## config.mk

```make
export PLATFORM = sky130hd
export DESIGN_NAME = apu_recon
export DESIGN_NICKNAME = d
export VERILOG_FILES = /design/src/hdl/apu_pkg.sv /design/src/hdl/apu_recon.sv
export SDC_FILE = /design/constraint.sdc
export NUM_CORES = 1
export LEC_CHECK = 0
export BUFFER_PORTS_ARGS = -buffer_cell sky130_fd_sc_hd__buf_2
export CAP_MARGIN = 15
export CORE_MARGIN = 8
export CORE_UTILIZATION = 35
export DETAILED_ROUTE_END_ITERATION = 6
export PLACE_DENSITY = 0.7
export SYNTH_ARGS = -nofsm -noshare
export SYNTH_HDL_FRONTEND = slang
export SYNTH_SLANG_ARGS = --single-unit
```

## constraint.sdc

```tcl
create_clock -name vclk -period 8.6
set_input_delay 0.86 -clock vclk [all_inputs]
set_output_delay 0.86 -clock vclk [all_outputs]
set_load 0.02 [all_outputs]
```

## src/hdl/apu_pkg.sv

```systemverilog
package apu_pkg;

  localparam int DATA_W        = 8;
  localparam int CFG_W         = 15;
  localparam int ROW_W         = 14;
  localparam int IDX_W         = 2;
  localparam int APU_MAX_WIDTH = 16384;
  localparam int MAX_HEIGHT    = 16384;

  localparam logic [DATA_W-1:0] BYTE_MAX = 8'hff;

  localparam logic [1:0] MODE_NONE       = 2'd0;
  localparam logic [1:0] MODE_HORIZONTAL = 2'd1;
  localparam logic [1:0] MODE_VERTICAL   = 2'd2;
  localparam logic [1:0] MODE_GRADIENT   = 2'd3;

  localparam logic [IDX_W-1:0] REG_FILTER_MODE  = 2'd0;
  localparam logic [IDX_W-1:0] REG_IMAGE_WIDTH  = 2'd1;
  localparam logic [IDX_W-1:0] REG_IMAGE_HEIGHT = 2'd2;

  typedef struct packed {
    logic first_col;
    logic top_row;
    logic last;
  } pos_t;

endpackage

```

## src/hdl/apu_recon.sv

```systemverilog
module apu_recon (
  input  logic [1:0]                mode,
  input  apu_pkg::pos_t             pos,
  input  logic [apu_pkg::DATA_W-1:0] filtered,
  input  logic [apu_pkg::DATA_W-1:0] left,
  input  logic [apu_pkg::DATA_W-1:0] above,
  input  logic [apu_pkg::DATA_W-1:0] above_left,
  output logic [apu_pkg::DATA_W-1:0] value
);
  import apu_pkg::*;

  logic signed [DATA_W+1:0] grad;
  logic [DATA_W-1:0]        grad_clip;
  logic [DATA_W-1:0]        pred;

  assign grad = $signed({2'b00, left}) + $signed({2'b00, above})
              - $signed({2'b00, above_left});

  always_comb begin
    if (grad < 0) begin
      grad_clip = '0;
    end else if (grad > $signed({2'b00, BYTE_MAX})) begin
      grad_clip = BYTE_MAX;
    end else begin
      grad_clip = grad[DATA_W-1:0];
    end
  end

  // border rules hold in every mode except none
  always_comb begin
    if (mode == MODE_NONE || (pos.first_col && pos.top_row)) begin
      pred = '0;
    end else if (pos.first_col) begin
      pred = above;
    end else if (pos.top_row) begin
      pred = left;
    end else begin
      case (mode)
        MODE_HORIZONTAL: pred = left;
        MODE_VERTICAL:   pred = above;
        MODE_GRADIENT:   pred = grad_clip;
        default:         pred = '0;
      endcase
    end
  end

  assign value = pred + filtered;

endmodule

```

==> flow_summary.toml <==
[grt]
grt_max_degree = 12
grt_first_pass_wirelength_um = 5730
grt_pass1_vias = 1347
antenna_found_initial = 0
overflow = 0
grtUsageTotal = 0.110

[layout]
areaGrowthSynthToFinish_pct = 20.8
regArea_sq_um = 0
layout.nets = 279
final_common_cell = "buf_2"
final_cell_mix = "buf_2 (44), inv_1 (29), nor2_1 (20)"
clock_buffers = 0
drive_gt1_frac = 0.260
instances_no_fill = 263
seq_cell_count = 0
antenna_cells = 0

[die]
core_area_sq_mm = 0.00361
dieArea_sq_mm = 0.00588
die_h_um = 76.7
io_pins = 45
die_x_um = 76.7
initial_core_util = 0.357
rows = 22

[job]
maxCapViolCount = 0

[timing]
slew_headroom = 0.714
drv_slew = 0
rsz0062_at_grt = "false"
setup_viol = 0
fin_crit_sh = 0.676
worst_slew_pin_slew_ns = 0.424
hold_viol = 0
setup_tns_ns = 0
timing.fmax_mhz = 172
timing.final.crit_period_ns = 5.82

[cts]
ctsResizeCount = 0
postCtsHoldBufs = 0
postCtsSetupBuffers = 0

[power_and_ir_drop]
p_per_area_mw_per_mm2 = 106
total_power_mw = 0.165
ir_drop_mv = 0.0291
p_leak_nw = 0.764

[hold_path]
hold_path_class = "in -> out"
hold_depth = 3
hp-start = "filtered[0]"
hold_end = "value[0]"

[worst_setup_path]
slowest_stage = "fa_1"
cpPeakStageDelay_ns = 0.52
worstPathArrival_ns = 4.96
criticalPathCategory = "in -> out"
worstSetupStartpointType = "input pin"
critPathRequiredTime_ns = 7.74
end_kind = "output pin"
crit_top_cell = "fa_1"
critical_path.cell_chain = "buf_2 > fa_1 > fa_1 > a21oi_4 > o2111ai_2 > a21oi_4 > xor2_4 > nor2_1 > o31ai_1 > ha_1 > inv_1 > fa_1 > nor2b_1 > o21ai_0 > a21boi_0 > o21a_1 > nor2_1 > xnor2_1 > buf_2"
path_max_fanout = 8

[detailed_routing]
drt-pass1-iter-count = 4
via_per_inst = 5.11
wl_per_cell_um = 12.7
drt_wl_total_um = 3350
antenna_left = 0
route.detailed.drc = 0
vias = 1344
drtIter0Drc = 88

[run_status]
status = "finished clean"

[synth]
ys_seq_area_frac = 0
syn_nets = 236
syn-mean-instance-area_sq_um = 7.40
yosysWarnings = 0
syn-cell-area_sq_mm = 0.00129
synth_cells = 174
yosys.cell_types.count = 44

[placed_design]
gp_congestion = 0.826
dp_cells = 263
portBuffers = 44
dp_hpwl_um = 3030
## where the power goes
part	internal, mW	switching [mW]	total (mW)
registers	0	0	0
clock network	0	0	0
logic	0.0698	0.0956	0.165
total	0.0698	0.0956	0.165
## how the worst max path moves through the flow
stage,slack (ns),start,endpoint
after floorplan,3.18,left[1],value[6]
after global placement,2.86,left[1],value[6]
after detailed placement,2.77,left[1],value[6]
after CTS,2.75,left[1],value[6]
after global routing,2.47,left[1],value[6]
final,2.78,left[1],value[6]
## layer usage
layer	vias up	track usage	part of all wire
met3	0	0.0186	0.055
met2	43	0.206	0.50
li1	685	-	-
met5	-	0	0
met4	0	0	0
met1	616	0.136	0.44
## metrics by stage
step | utilization | setup WS [ns] | instance area (sq um) | hold slack (ns)
after global routing | 0.431 | 2.47 | 1560 | 2.09
final | 0.431 | 2.78 | 1560 | 2.06
after CTS | 0.431 | 2.75 | 1560 | 2.06
after global placement | 0.431 | 2.86 | 1560 | 2.06
after floorplan | - | 3.18 | 1290 | 1.93
after detailed placement | 0.431 | 2.77 | 1560 | 2.06
## kinds of logic after synthesis
family,share of synthesized area
buffers and inverters,0.0972
adder cells (fa/ha/maj),0.295
AO/OA/AOI/OAI,0.337
XOR/XNOR,0.103
AND/OR/NAND/NOR,0.167
## cell usage after synthesis, drive strengths merged
cell	n	area [sq um]
a211oi	4	40.0
a21boi	1	7.51
a21o	2	15.0
a21oi	11	77.6
a221oi	4	41.3
a22o	1	8.76
a22oi	3	22.5
a311o	1	10.0
a41o	1	10.0
and2	1	7.51
buf	1	5.00
clkbuf	2	7.51
clkinv	1	3.75
fa	9	180
ha	16	200
inv	29	109
nand2	15	56.3
nand2b	3	18.8
nand3	3	20.0
nor2	21	81.3
nor2b	3	18.8
nor3	1	5.00
nor3b	1	7.51
o2111ai	1	15.0
o211ai	3	22.5
o21a	3	22.5
o21ai	10	53.8
o21bai	1	7.51
o2bb2ai	2	17.5
o311a	1	10.0
o311ai	1	8.76
o31ai	4	35.0
o41ai	1	8.76
xnor2	10	87.6
xor2	3	45.1
## layout make-up
class	count	area [sq um]
fill	394	2050
inverter	30	113
multi-input combinational	141	1160
tap	48	60.1
timing repair buffer	44	220
## critical path, delay by kind of cell
| family | cells | cell delay [ns] |
|---|---|---|
| adder cells (fa/ha/maj) | 4 | 1.65 |
| AO/OA/AOI/OAI | 7 | 1.42 |
| XOR/XNOR | 2 | 0.41 |
| buffers and inverters | 3 | 0.35 |
| AND/OR/NAND/NOR | 3 | 0.26 |
No activity file was read; power rests on OpenSTA's default activity.
