<file path="config.mk">
export PLATFORM = sky130hd
export DESIGN_NAME = apu_position
export DESIGN_NICKNAME = d
export VERILOG_FILES = /design/src/hdl/apu_pkg.sv /design/src/hdl/apu_position.sv
export SDC_FILE = /design/constraint.sdc
export NUM_CORES = 1
export LEC_CHECK = 0
export ABC_AREA = 1
export BUFFER_PORTS_ARGS = -buffer_cell sky130_fd_sc_hd__buf_2
export CAP_MARGIN = 10
export CORE_ASPECT_RATIO = 1.25
export CORE_MARGIN = 5
export CORE_UTILIZATION = 40
export CTS_CLUSTER_DIAMETER = 40
export DETAILED_ROUTE_END_ITERATION = 8
export GPL_TIMING_DRIVEN = 0
export SYNTH_ARGS = -nofsm -noshare
export SYNTH_HDL_FRONTEND = slang
export SYNTH_SLANG_ARGS = --single-unit
</file>
<file path="constraint.sdc">
create_clock -name clk -period 3.1 [get_ports clk]
set_clock_uncertainty 0.1 [all_clocks]
set_input_delay 0.155 -clock clk [delete_from_list [all_inputs] [get_ports clk]]
set_output_delay 0.155 -clock clk [all_outputs]
set_load 0.03 [all_outputs]
</file>
<file path="src/hdl/apu_pkg.sv">
package apu_pkg;

  localparam int DATA_W        = 8;
  localparam int CFG_W         = 15;
  localparam int ROW_W         = 14;
  localparam int IDX_W         = 2;
  localparam int APU_MAX_WIDTH = 16384;
  localparam int MAX_HEIGHT    = 16384;

  localparam logic [DATA_W-1:0] BYTE_MAX = 8'hff;

  localparam logic [1:0] MODE_NONE       = 2'd0;
  localparam logic [1:0] MODE_HORIZONTAL = 2'd1;
  localparam logic [1:0] MODE_VERTICAL   = 2'd2;
  localparam logic [1:0] MODE_GRADIENT   = 2'd3;

  localparam logic [IDX_W-1:0] REG_FILTER_MODE  = 2'd0;
  localparam logic [IDX_W-1:0] REG_IMAGE_WIDTH  = 2'd1;
  localparam logic [IDX_W-1:0] REG_IMAGE_HEIGHT = 2'd2;

  typedef struct packed {
    logic first_col;
    logic top_row;
    logic last;
  } pos_t;

endpackage

</file>
<file path="src/hdl/apu_position.sv">
module apu_position #(
  parameter int MAX_WIDTH = apu_pkg::APU_MAX_WIDTH,
  parameter int COL_W     = 14
) (
  input  logic                     clk,
  input  logic                     rst,
  input  logic                     step,
  input  logic [apu_pkg::CFG_W-1:0] image_width,
  input  logic [apu_pkg::CFG_W-1:0] image_height,
  output logic [COL_W-1:0]         col,
  output apu_pkg::pos_t            pos
);
  import apu_pkg::*;

  logic [ROW_W-1:0] row;
  logic [CFG_W-1:0] w_eff;
  logic [CFG_W-1:0] h_eff;
  logic             last_col;
  logic             last_row;

  always_comb begin
    if (image_width == '0) begin
      w_eff = CFG_W'(1);
    end else if (image_width > CFG_W'(MAX_WIDTH)) begin
      w_eff = CFG_W'(MAX_WIDTH);
    end else begin
      w_eff = image_width;
    end
    if (image_height == '0) begin
      h_eff = CFG_W'(1);
    end else if (image_height > CFG_W'(MAX_HEIGHT)) begin
      h_eff = CFG_W'(MAX_HEIGHT);
    end else begin
      h_eff = image_height;
    end
  end

  assign last_col      = (CFG_W'(col) + CFG_W'(1)) >= w_eff;
  assign last_row      = (CFG_W'(row) + CFG_W'(1)) >= h_eff;
  assign pos.first_col = (col == '0);
  assign pos.top_row   = (row == '0);
  assign pos.last      = last_col && last_row;

  always_ff @(posedge clk) begin
    if (rst) begin
      col <= '0;
      row <= '0;
    end else if (step) begin
      if (last_col && last_row) begin
        col <= '0;
        row <= '0;
      end else if (last_col) begin
        col <= '0;
        row <= row + ROW_W'(1);
      end else begin
        col <= col + COL_W'(1);
      end
    end
  end

endmodule

</file>
==> run_results.csv, run 1 <==
group,metric,value,unit
floorplanning,dieArea,8574,um2
route,finalWirelength,6.942,mm
pwr,p_leak,1.688,nW
logic_synthesis,netlist_instances,421,
cells_and_area,n_antenna_cell,0,
route,ant_nets,0,
logic_synthesis,synth_top_area_share,20.57,%
setup_path,cp-start-kind,"flip-flop",
clock_network,cts_made_buffers,3,
setup_path,crit_chain,"ha_1 -> nand2_1 -> nor2_2 -> nand2_2 -> inv_4 -> nand4_2 -> xnor2_2 -> ha_1 -> nand2_1 -> nor2_2 -> nand2_1 -> nor2_2 -> nor2_2 -> buf_4 -> nand3_4 -> nand2_8 -> nand2_8 -> buf_8 -> nor2_1",
logic_synthesis,synth_edf_count,0,
route,vias,2835,
floorplanning,rows,33,
timing,rsz0062_at_grt,"yes",
global_routing,grt_pass1_wl,11.76,mm
setup_path,critPathCaptureType,"flip-flop",
place,hpwl,5.862,mm
global_routing,grt_pass1_vias,2701,
setup_path,critPathSlowestCell,"dfxtp_4",
timing,fmax,342.8,MHz
global_routing,overflow,0,
logic_synthesis,synth.area.top_cells,"dfxtp_1 (21%), nand2_1 (17%), ha_1 (16%)",
setup_path,critPathKind,"flip-flop to flip-flop",
pwr,ir_worst_vdd,0.1721,mV
route,route.detailed.drc,0,
timing,slew_viol_final,0,
route,viasPerCell,5.018,
setup_path,cp.arrival,2.98,ns
clock_network,cts_root_buf,"clkbuf_8",
clock_network,clkLatencyLatePin,0.27,ns
timing,relSlewSlack,69.95,%
logic_synthesis,synth.avg_cell_area,6.473,um2
hold_path,whs_path_depth,2,
logic_synthesis,yosys_warnings,0,
run_status,status,"complete, no violations",
logic_synthesis,synth_cell_types,36,
setup_path,cpMostUsedCell,"nor2_2",
clock_network,htree_levels,1,
clock_network,cts_hold_buf,0,
timing,setup_violations,0,
cells_and_area,drive_gt1_share,23.01,%
logic_synthesis,syn_nets,488,
logic_synthesis,yosysTopAreaCell,"dfxtp_1",
setup_path,slowest_delay,0.39,ns
pwr,power_density,283.7,nW/um2
setup_path,r2r_slack,0.18,ns
hold_path,min-delay-start,"rst",
setup_path,rr_startpoint,"col[0]$_SDFFE_PP0P_",
timing,worst_slew_pin_slew,0.4480,ns
timing,hold_violations,0,
cells_and_area,utilization,49.36,%
place,place.gp.congestion,0.8903,
logic_synthesis,synthMostInstantiatedCell,"nand2_1",
floorplanning,pin_count,50,
floorplanning,die_y,102.3,um
setup_path,regToRegEndpoint,"col[1]$_SDFFE_PP0P_",
clock_network,cts.path.max_buffers,2,
logic_synthesis,synthTopCellsByCount,"nand2_1 (122), nor2_1 (53), inv_1 (51), ha_1 (34), dfxtp_1 (28)",
flow_run,maxCapViolations,0,
timing,period_minus_slack,2.917,ns
logic_synthesis,ys_ff_latch,28,
pwr,fin_total_pwr,0.9251,mW
timing,final.period_utilization,94.09,%
clock_network,cts.clk_slew.worst_paths,0.10,ns
route,wire_per_inst,12.29,um
logic_synthesis,synth-main-ff-cell,"dfxtp_1",
logic_synthesis,synthArstFlopShare,0,%
floorplanning,start_util,41.25,%
place,numPortBuffers,48,
logic_synthesis,netlist_area,2725,um2
timing,hold_ws,0.01456,ns
route,dr.pass1.iters,4,
clock_network,cts_tree,"yes",
setup_path,reg2reg_depth,19,
global_routing,grt_max_degree,16,
setup_path,path_max_fanout,10,
floorplanning,core_area,6606,um2
setup_path,required,3.16,ns
global_routing,antenna_found_initial,0,
hold_path,hold_class,"primary input to flip-flop",
timing,setup_tns,0,ns
logic_synthesis,seq_area_frac_synth,20.57,%
cells_and_area,nNetsFinal,546,
clock_network,clkSinkCount,28,
floorplanning,die_w,83.83,um
hold_path,hold_end,"row[2]$_SDFFE_PP0P_",
cells_and_area,area_delta_synth_final,19.65,%
route,drt_iter0_markers,62,
global_routing,grtUsageTotal,16.56,%
==> layout by cell type, fill, tap and decap left out, types with 2 or more instances in the layout <==
| cell | synthesis | final |
|---|---|---|
| a21oi_1 | 17 | 16 |
| a21oi_2 | 1 | 2 |
| buf_2 | 4 | 51 |
| buf_4 | 1 | 6 |
| clkbuf_8 | 0 | 4 |
| clkinv_1 | 2 | 2 |
| dfxtp_1 | 28 | 21 |
| dfxtp_2 | 0 | 5 |
| dfxtp_4 | 0 | 2 |
| ha_1 | 34 | 33 |
| inv_1 | 51 | 51 |
| inv_2 | 4 | 2 |
| inv_4 | 1 | 3 |
| nand2_1 | 122 | 120 |
| nand2_2 | 3 | 5 |
| nand2_8 | 0 | 2 |
| nand3_1 | 11 | 11 |
| nand4_1 | 22 | 22 |
| nor2_1 | 53 | 47 |
| nor2_2 | 4 | 6 |
| nor2_4 | 2 | 6 |
| nor3_1 | 8 | 7 |
| nor3_2 | 6 | 7 |
| nor4_1 | 9 | 9 |
| o21ai_0 | 11 | 11 |
| xor2_1 | 12 | 12 |
==> worst max-delay path: cells and delay by family, from the launching register on <==
kind	cells	cell delay (ns)
XOR/XNOR	1	0.16
adder cells (fa/ha/maj)	2	0.47
buffers and inverters	3	0.41
flip-flops	1	0.39
AND/OR/NAND/NOR	13	1.27
==> per-layer routing <==
metal	track usage, %	up-vias	wire (um)
met5	0	-	0
met4	6.807	0	187
met3	1.935	11	304
met2	33.31	67	3638
met1	17.32	1270	2813
li1	-	1487	-
==> worst max path at each step <==
stage,startpoint,end,depth (start not counted)
after detailed placement,row[0]$_SDFFE_PP0P_,pos[0],13
after global routing,row[0]$_SDFFE_PP0P_,pos[0],16
final,col[0]$_SDFFE_PP0P_,col[1]$_SDFFE_PP0P_,19
after CTS,row[0]$_SDFFE_PP0P_,pos[0],12
after global placement,row[0]$_SDFFE_PP0P_,pos[0],13
after floorplan,col[0]$_SDFFE_PP0P_,pos[0],16
==> registers in the layout, summed over array words and instances (netlist names) <==
register,flops
col,14
row,14
==> stage by stage <==
stage | std cells | setup WS [ns] | area, um2
after floorplan | 421 | 0.2366 | 2725
after global placement | 556 | -0.06860 | 3074
after detailed placement | 556 | -0.09326 | 3074
after CTS | 559 | 0.004601 | 3164
after global routing | 565 | -0.007556 | 3261
final | 565 | 0.1832 | 3261
==> cell families after synthesis <==
family	after synthesis	share of synthesized area (%)
buf+inv	65	9.779
compound gates	32	6.198
fa+ha+maj	34	15.61
xor+xnor	14	5.051
simple gates	248	42.79
flops	28	20.57
==> power by group <==
| group | switching, mW | total [mW] | leakage (nW) | internal, mW |
|---|---|---|---|---|
| logic | 0.193 | 0.304 | 1.43 | 0.111 |
| clock network | 0.110 | 0.224 | 0.0288 | 0.114 |
| registers | 0.0216 | 0.397 | 0.232 | 0.376 |
| total | 0.325 | 0.925 | 1.69 | 0.600 |
==> layout make-up <==
class                   count  area, um2
clock buffers               4      55.05
fillers                   712       3346
plain buffers               6      38.79
inverters                  58      225.2
multi-input cells         328       1967
repair buffers             54      291.5
flip-flops and latches     28      574.3
well taps                  87      108.9
==> repair_timing <==
item	4_1_cts	5_1_grt
resized for setup	15	15
setup buffers	0	6
pin swaps	2	5
endpoints found under the setup margin	1	20
(Power assumes the default switching activity.)
==> run 2: changes to the inputs <==
--- a/config.mk
+++ b/config.mk
@@ -9,7 +9,7 @@
 export BUFFER_PORTS_ARGS = -buffer_cell sky130_fd_sc_hd__buf_2
 export CAP_MARGIN = 10
 export CORE_ASPECT_RATIO = 1.25
-export CORE_MARGIN = 5
+export CORE_MARGIN = 2
 export CORE_UTILIZATION = 40
 export CTS_CLUSTER_DIAMETER = 40
 export DETAILED_ROUTE_END_ITERATION = 8
==> run_results.csv, run 2 (synthesized netlist as in run 1, its figures left out) <==
group,metric,value,unit
global_routing,grtUsageTotal,19.15,%
clock_network,cts.clk_slew.worst_paths,0.10,ns
route,vias,2814,
clock_network,cts_root_buf,"clkbuf_8",
setup_path,required,2.84,ns
cells_and_area,n_antenna_cell,0,
timing,fmax,347.9,MHz
setup_path,cp.arrival,2.62,ns
floorplanning,die_w,77.83,um
cells_and_area,fin_area,3304,um2
global_routing,grt_max_degree,16,
clock_network,clkSinkCount,28,
clock_network,cts.path.max_buffers,2,
route,drt_iter0_markers,97,
place,dpl_worst_slack,-0.04419,ns
clock_network,htree_levels,1,
run_status,status,"complete, no violations",
pwr,p_leak,1.721,nW
cells_and_area,area_delta_synth_final,21.26,%
route,viasPerCell,4.946,
cells_and_area,reg_top3,"col x14, row x14",
setup_path,cpMostUsedCell,"inv_1",
cells_and_area,nNetsFinal,550,
route,finalWirelength,6.980,mm
global_routing,antenna_found_initial,0,
clock_network,cts_tree,"yes",
timing,final.period_utilization,92.71,%
place,place.gp.congestion,0.7853,
pwr,power_density,281.7,nW/um2
setup_path,cp-start-kind,"flip-flop",
place,numPortBuffers,48,
route,dr.pass1.iters,4,
hold_path,hold_class,"primary input to flip-flop",
floorplanning,dieArea,7493,um2
timing,setup_slack,0.2259,ns
timing,period_minus_slack,2.874,ns
setup_path,critPathCaptureType,"primary output",
global_routing,grt_pass1_wl,11.52,mm
setup_path,critPathKind,"flip-flop to primary output",
clock_network,cts_made_buffers,3,
floorplanning,core_area,6565,um2
global_routing,grt_pass1_vias,2619,
timing,relSlewSlack,68.23,%
floorplanning,start_util,41.51,%
floorplanning,rows,33,
timing,worst_slew_pin_slew,0.4722,ns
cells_and_area,utilization,50.33,%
place,hpwl,5.755,mm
flow_run,maxCapViolations,0,
setup_path,critPathSlowestCell,"dfxtp_4",
timing,slew_viol_final,0,
setup_path,path_max_fanout,6,
route,met2_length,3.826,mm
cells_and_area,drive_gt1_share,24.69,%
timing,setup_violations,0,
route,wire_per_inst,12.27,um
floorplanning,die_y,96.28,um
setup_path,crit_chain,"ha_1 -> nand2_2 -> inv_1 -> nand2_1 -> inv_1 -> nand3_1 -> xor2_1 -> inv_1 -> ha_1 -> nand4_1 -> nor2_2 -> nand2_1 -> a21oi_2 -> nor2_4 -> nor2_4 -> buf_6",
route,top_layer,"met4",
route,wl_met1,2.851,mm
global_routing,overflow,0,
route,met3_wirelength,226,um
route,ant_nets,0,
floorplanning,pin_count,50,
route,route.detailed.drc,0,
setup_path,slowest_delay,0.38,ns
cells_and_area,final_cell_mix,"nand2_1 (117), buf_2 (51), inv_1 (51)",
timing,hold_violations,0,
pwr,ir_worst_vdd,0.1743,mV
place,dpl_cell_area,3074,um2
cells_and_area,layout_commonest_cell,"nand2_1",
clock_network,clkLatencyLatePin,0.27,ns
==> run 2: cell types whose count changed in the layout (fill, tap and decap cells not counted), moves of 2 or more <==
cell / previous run / this run
nor2_4: 6 / 8
nand2_1: 120 / 117
buf_4: 6 / 9
nand2_2: 5 / 8
nand2_8: 2 / 0
nand2_4: 0 / 2
==> run 2: layout make-up <==
type	instances	area, um2
repair buffers	58	324.1
plain buffers	6	38.79
flip-flops and latches	28	575.6
multi-input cells	328	1979
clock buffers	4	55.05
inverters	58	222.7
fillers	693	3261
well taps	87	108.9
==> run 2: layer usage <==
metal  up-vias  GRT usage [%]
li1       1492              -
met1      1243          20.76
met2        72          39.73
met3         7          1.313
met4         0          4.613
met5         -              0
==> run 2: worst max-delay path: cells and delay by family, from the launching register on <==
kind | cells | cell delay (ns)
adders and majority gates | 2 | 0.53
DFF | 1 | 0.38
buffers and inverters | 4 | 0.31
xor gates and xnor gates | 1 | 0.15
and+or+nand+nor | 8 | 0.82
AOI/OAI and AO/OA | 1 | 0.15
==> run 2: worst paths after layout <==
path                       start             endpoint  slack [ns]  cells after the start
min                         step  col[4]$_SDFFE_PP0P_        0.15                      3
max reg2reg  col[0]$_SDFFE_PP0P_  col[7]$_SDFFE_PP0P_        0.31                     18
min reg2reg  row[8]$_SDFFE_PP0P_  row[8]$_SDFFE_PP0P_        0.38                      2
max          row[0]$_SDFFE_PP0P_               pos[0]        0.23                     16
==> run 2: stage by stage <==
stage / TNS [ns] / power (mW) / cells / hold WS, ns
2_1_floorplan: 0 / 0.6064 / 421 / 0.1241
3_3_place_gp: -0.05323 / 0.6954 / 556 / 0.3027
3_5_place_dp: -0.04419 / 0.7000 / 556 / 0.3084
4_1_cts: 0 / 0.9364 / 560 / 0.1460
5_1_grt: -0.004291 / 1.002 / 569 / 0.1450
6_report: 0 / 0.9310 / 569 / 0.1487
==> run 2: power by group <==
| group | internal [mW] | leakage, nW | switching [mW] |
|---|---|---|---|
| clock | 0.114 | 0.0288 | 0.114 |
| combinational | 0.113 | 1.46 | 0.192 |
| sequential | 0.376 | 0.232 | 0.0220 |
==> run 2: repair_timing <==
| item | CTS | global route |
|---|---|---|
| endpoints found under the setup margin | 1 | 20 |
| pin swaps | 2 | 8 |
| setup buffers | 0 | 9 |
| gates resized for setup | 16 | 19 |
| hold buffers | 1 | 0 |
| hold endpoints to repair | 1 | 0 |
==> run 3: changes to the inputs <==
--- a/config.mk
+++ b/config.mk
@@ -8,12 +8,13 @@
 export ABC_AREA = 1
 export BUFFER_PORTS_ARGS = -buffer_cell sky130_fd_sc_hd__buf_2
 export CAP_MARGIN = 10
-export CORE_ASPECT_RATIO = 1.25
+export CORE_ASPECT_RATIO = 0.75
 export CORE_MARGIN = 2
 export CORE_UTILIZATION = 40
 export CTS_CLUSTER_DIAMETER = 40
 export DETAILED_ROUTE_END_ITERATION = 8
 export GPL_TIMING_DRIVEN = 0
+export SKIP_LAST_GASP = 1
 export SYNTH_ARGS = -nofsm -noshare
 export SYNTH_HDL_FRONTEND = slang
 export SYNTH_SLANG_ARGS = --single-unit
==> run_results.csv, run 3 (synthesized netlist as in run 1, its figures left out) <==
group,metric,value,unit
route,drt_iter0_markers,141,
pwr,comb_power_share,35.0,%
hold_path,hold_class,"primary input to flip-flop",
place,numPortBuffers,48,
timing,fmax,338.1,MHz
timing,hold_violations,0,
setup_path,reg2reg_depth,19,
timing,setup_violations,0,
setup_path,cp-start-kind,"flip-flop",
cells_and_area,layout_commonest_cell,"nand2_1",
setup_path,crit_chain,"ha_4 -> nand2_2 -> inv_1 -> nand2_1 -> inv_1 -> nand3_2 -> xor2_1 -> inv_1 -> ha_1 -> nand4_1 -> nor2_2 -> nand2_1 -> a21oi_2 -> nor2_4 -> buf_6 -> nor2_4 -> buf_6",
setup_path,r2r_slack,0.23,ns
pwr,internal_power,0.5848,mW
place,place.gp.congestion,0.8732,
setup_path,critPathCaptureType,"primary output",
clock_network,cts.clk_slew.worst_paths,0.10,ns
setup_path,cp-endpoint,"pos[0]",
clock_network,cts_made_buffers,3,
global_routing,grtUsageTotal,19.93,%
place,dp_cells,553,
setup_path,required,2.84,ns
timing,relSlewSlack,63.59,%
clock_network,clkSinkCount,28,
pwr,ir_worst_vdd,0.1865,mV
pwr,p_switching,0.3450,mW
route,dr.pass1.iters,4,
flow_run,maxCapViolations,0,
setup_path,cp.arrival,2.70,ns
cells_and_area,n_antenna_cell,0,
setup_path,slowest_delay,0.39,ns
cells_and_area,reg_top3,"col x14, row x14",
timing,worst_slew_pin_slew,0.5411,ns
route,vias,2824,
floorplanning,core_area,6701,um2
clock_network,htree_levels,1,
setup_path,cpMostUsedCell,"inv_1",
global_routing,antenna_found_initial,0,
hold_path,min-delay-start,"rst",
clock_network,cts_tree,"yes",
cells_and_area,final_cell_mix,"nand2_1 (117), buf_2 (51), inv_1 (50)",
cells_and_area,regArea,585.6,um2
cells_and_area,drive_gt1_share,28.45,%
cells_and_area,fillers,670,
route,viasPerCell,4.963,
pwr,p_seq_share,42.8,%
route,wire_per_inst,12.78,um
route,route.detailed.drc,0,
setup_path,startpoint,"row[0]$_SDFFE_PP0P_",
run_status,status,"complete, no violations",
clock_network,cts_root_buf,"clkbuf_8",
place,hpwl,5.846,mm
global_routing,grt_max_degree,15,
clock_network,cts_hold_buf,0,
setup_path,critPathKind,"flip-flop to primary output",
setup_path,regToRegEndpoint,"col[1]$_SDFFE_PP0P_",
setup_path,critPathSlowestCell,"dfxtp_4",
setup_path,rr_startpoint,"col[0]$_SDFFE_PP0P_",
timing,final.period_utilization,95.41,%
cells_and_area,utilization,50.71,%
pwr,p_sw_share,37.11,%
floorplanning,rows,26,
clock_network,cts.path.max_buffers,2,
cells_and_area,area_delta_synth_final,24.70,%
timing,period_minus_slack,2.958,ns
cells_and_area,multi_input_area,2044,um2
place,dpl_cell_area,3070,um2
clock_network,clkLatencyLatePin,0.28,ns
cells_and_area,stdcell_count,569,
cells_and_area,nNetsFinal,554,
pwr,power_density,273.6,nW/um2
floorplanning,start_util,40.66,%
setup_path,path_max_fanout,10,
route,ant_nets,0,
floorplanning,dieArea,7496,um2
timing,slew_viol_final,0,
floorplanning,pin_count,50,
pwr,p_leak,1.742,nW
floorplanning,die_y,75.48,um
global_routing,grt_pass1_wl,11.84,mm
cells_and_area,fin_area,3398,um2
global_routing,grt_pass1_vias,2375,
route,finalWirelength,7.272,mm
floorplanning,die_w,99.31,um
pwr,p_clk_share,22.2,%
global_routing,overflow,0,
-- run 3: metal layers --
| layer | track usage (%) | up-vias | routed length [um] |
|---|---|---|---|
| li1 | - | 1510 | - |
| met1 | 33.06 | 1253 | 4118 |
| met2 | 27.18 | 55 | 2831 |
| met3 | 2.661 | 6 | 264 |
| met4 | 2.740 | 0 | 58 |
| met5 | 0 | - | 0 |
-- run 3: area by class of cell --
type                            instances  share of cell area [%]
Clock buffer                            3                   1.215
Sequential cell                        28                   17.23
Buffer                                  7                   1.473
Inverter                               58                   6.701
Multi-Input combinational cell        328                   60.16
Tap cell                               84                   3.093
Timing Repair Buffer                   61                   10.13
-- run 3: repair_timing --
item,CTS,global route
pin swaps,2,15
buffers inserted,0,13
endpoints found under the hold margin,0,0
setup endpoints to repair,1,27
gates cloned,0,0
gates resized for setup,12,45
-- run 3: power groups by stage --
stage          Clock, mW  Sequential [mW]  Combinational (mW)
2_1_floorplan          0            0.428               0.178
3_3_place_gp           0            0.405               0.290
3_5_place_dp           0            0.406               0.295
4_1_cts            0.211            0.398               0.298
5_1_grt            0.225            0.401               0.366
6_report           0.206            0.398               0.326
-- run 3: worst max-delay path: cells and delay by family (launching register included) --
| kind | cells | cell delay, ns |
|---|---|---|
| buffers and inverters | 5 | 0.51 |
| AOI/OAI and AO/OA | 1 | 0.15 |
| xor gates and xnor gates | 1 | 0.14 |
| adders and majority gates | 2 | 0.43 |
| DFF | 1 | 0.39 |
| and+or+nand+nor | 8 | 0.79 |
-- run 3: how the worst min path moves through the flow --
stage | cells after the start | to
final | 2 | row[0]$_SDFFE_PP0P_
after global routing | 2 | row[5]$_SDFFE_PP0P_
after CTS | 2 | row[3]$_SDFFE_PP0P_
after detailed placement | 2 | row[5]$_SDFFE_PP0P_
after global placement | 2 | row[5]$_SDFFE_PP0P_
after floorplan | 1 | row[0]$_SDFFE_PP0P_
-- run 3: metrics by stage --
stage / hold WS [ns] / total power [mW] / TNS (ns) / setup slack (ns)
2_1_floorplan: 0.1241 / 0.6064 / 0 / 0.2366
3_3_place_gp: 0.3056 / 0.6955 / -0.06673 / -0.06673
3_5_place_dp: 0.3101 / 0.7002 / -0.03606 / -0.03606
4_1_cts: 0.003689 / 0.9057 / 0 / 0.005533
5_1_grt: 0.007685 / 0.9915 / -0.02571 / -0.02571
6_report: 0.004619 / 0.9299 / 0 / 0.1422
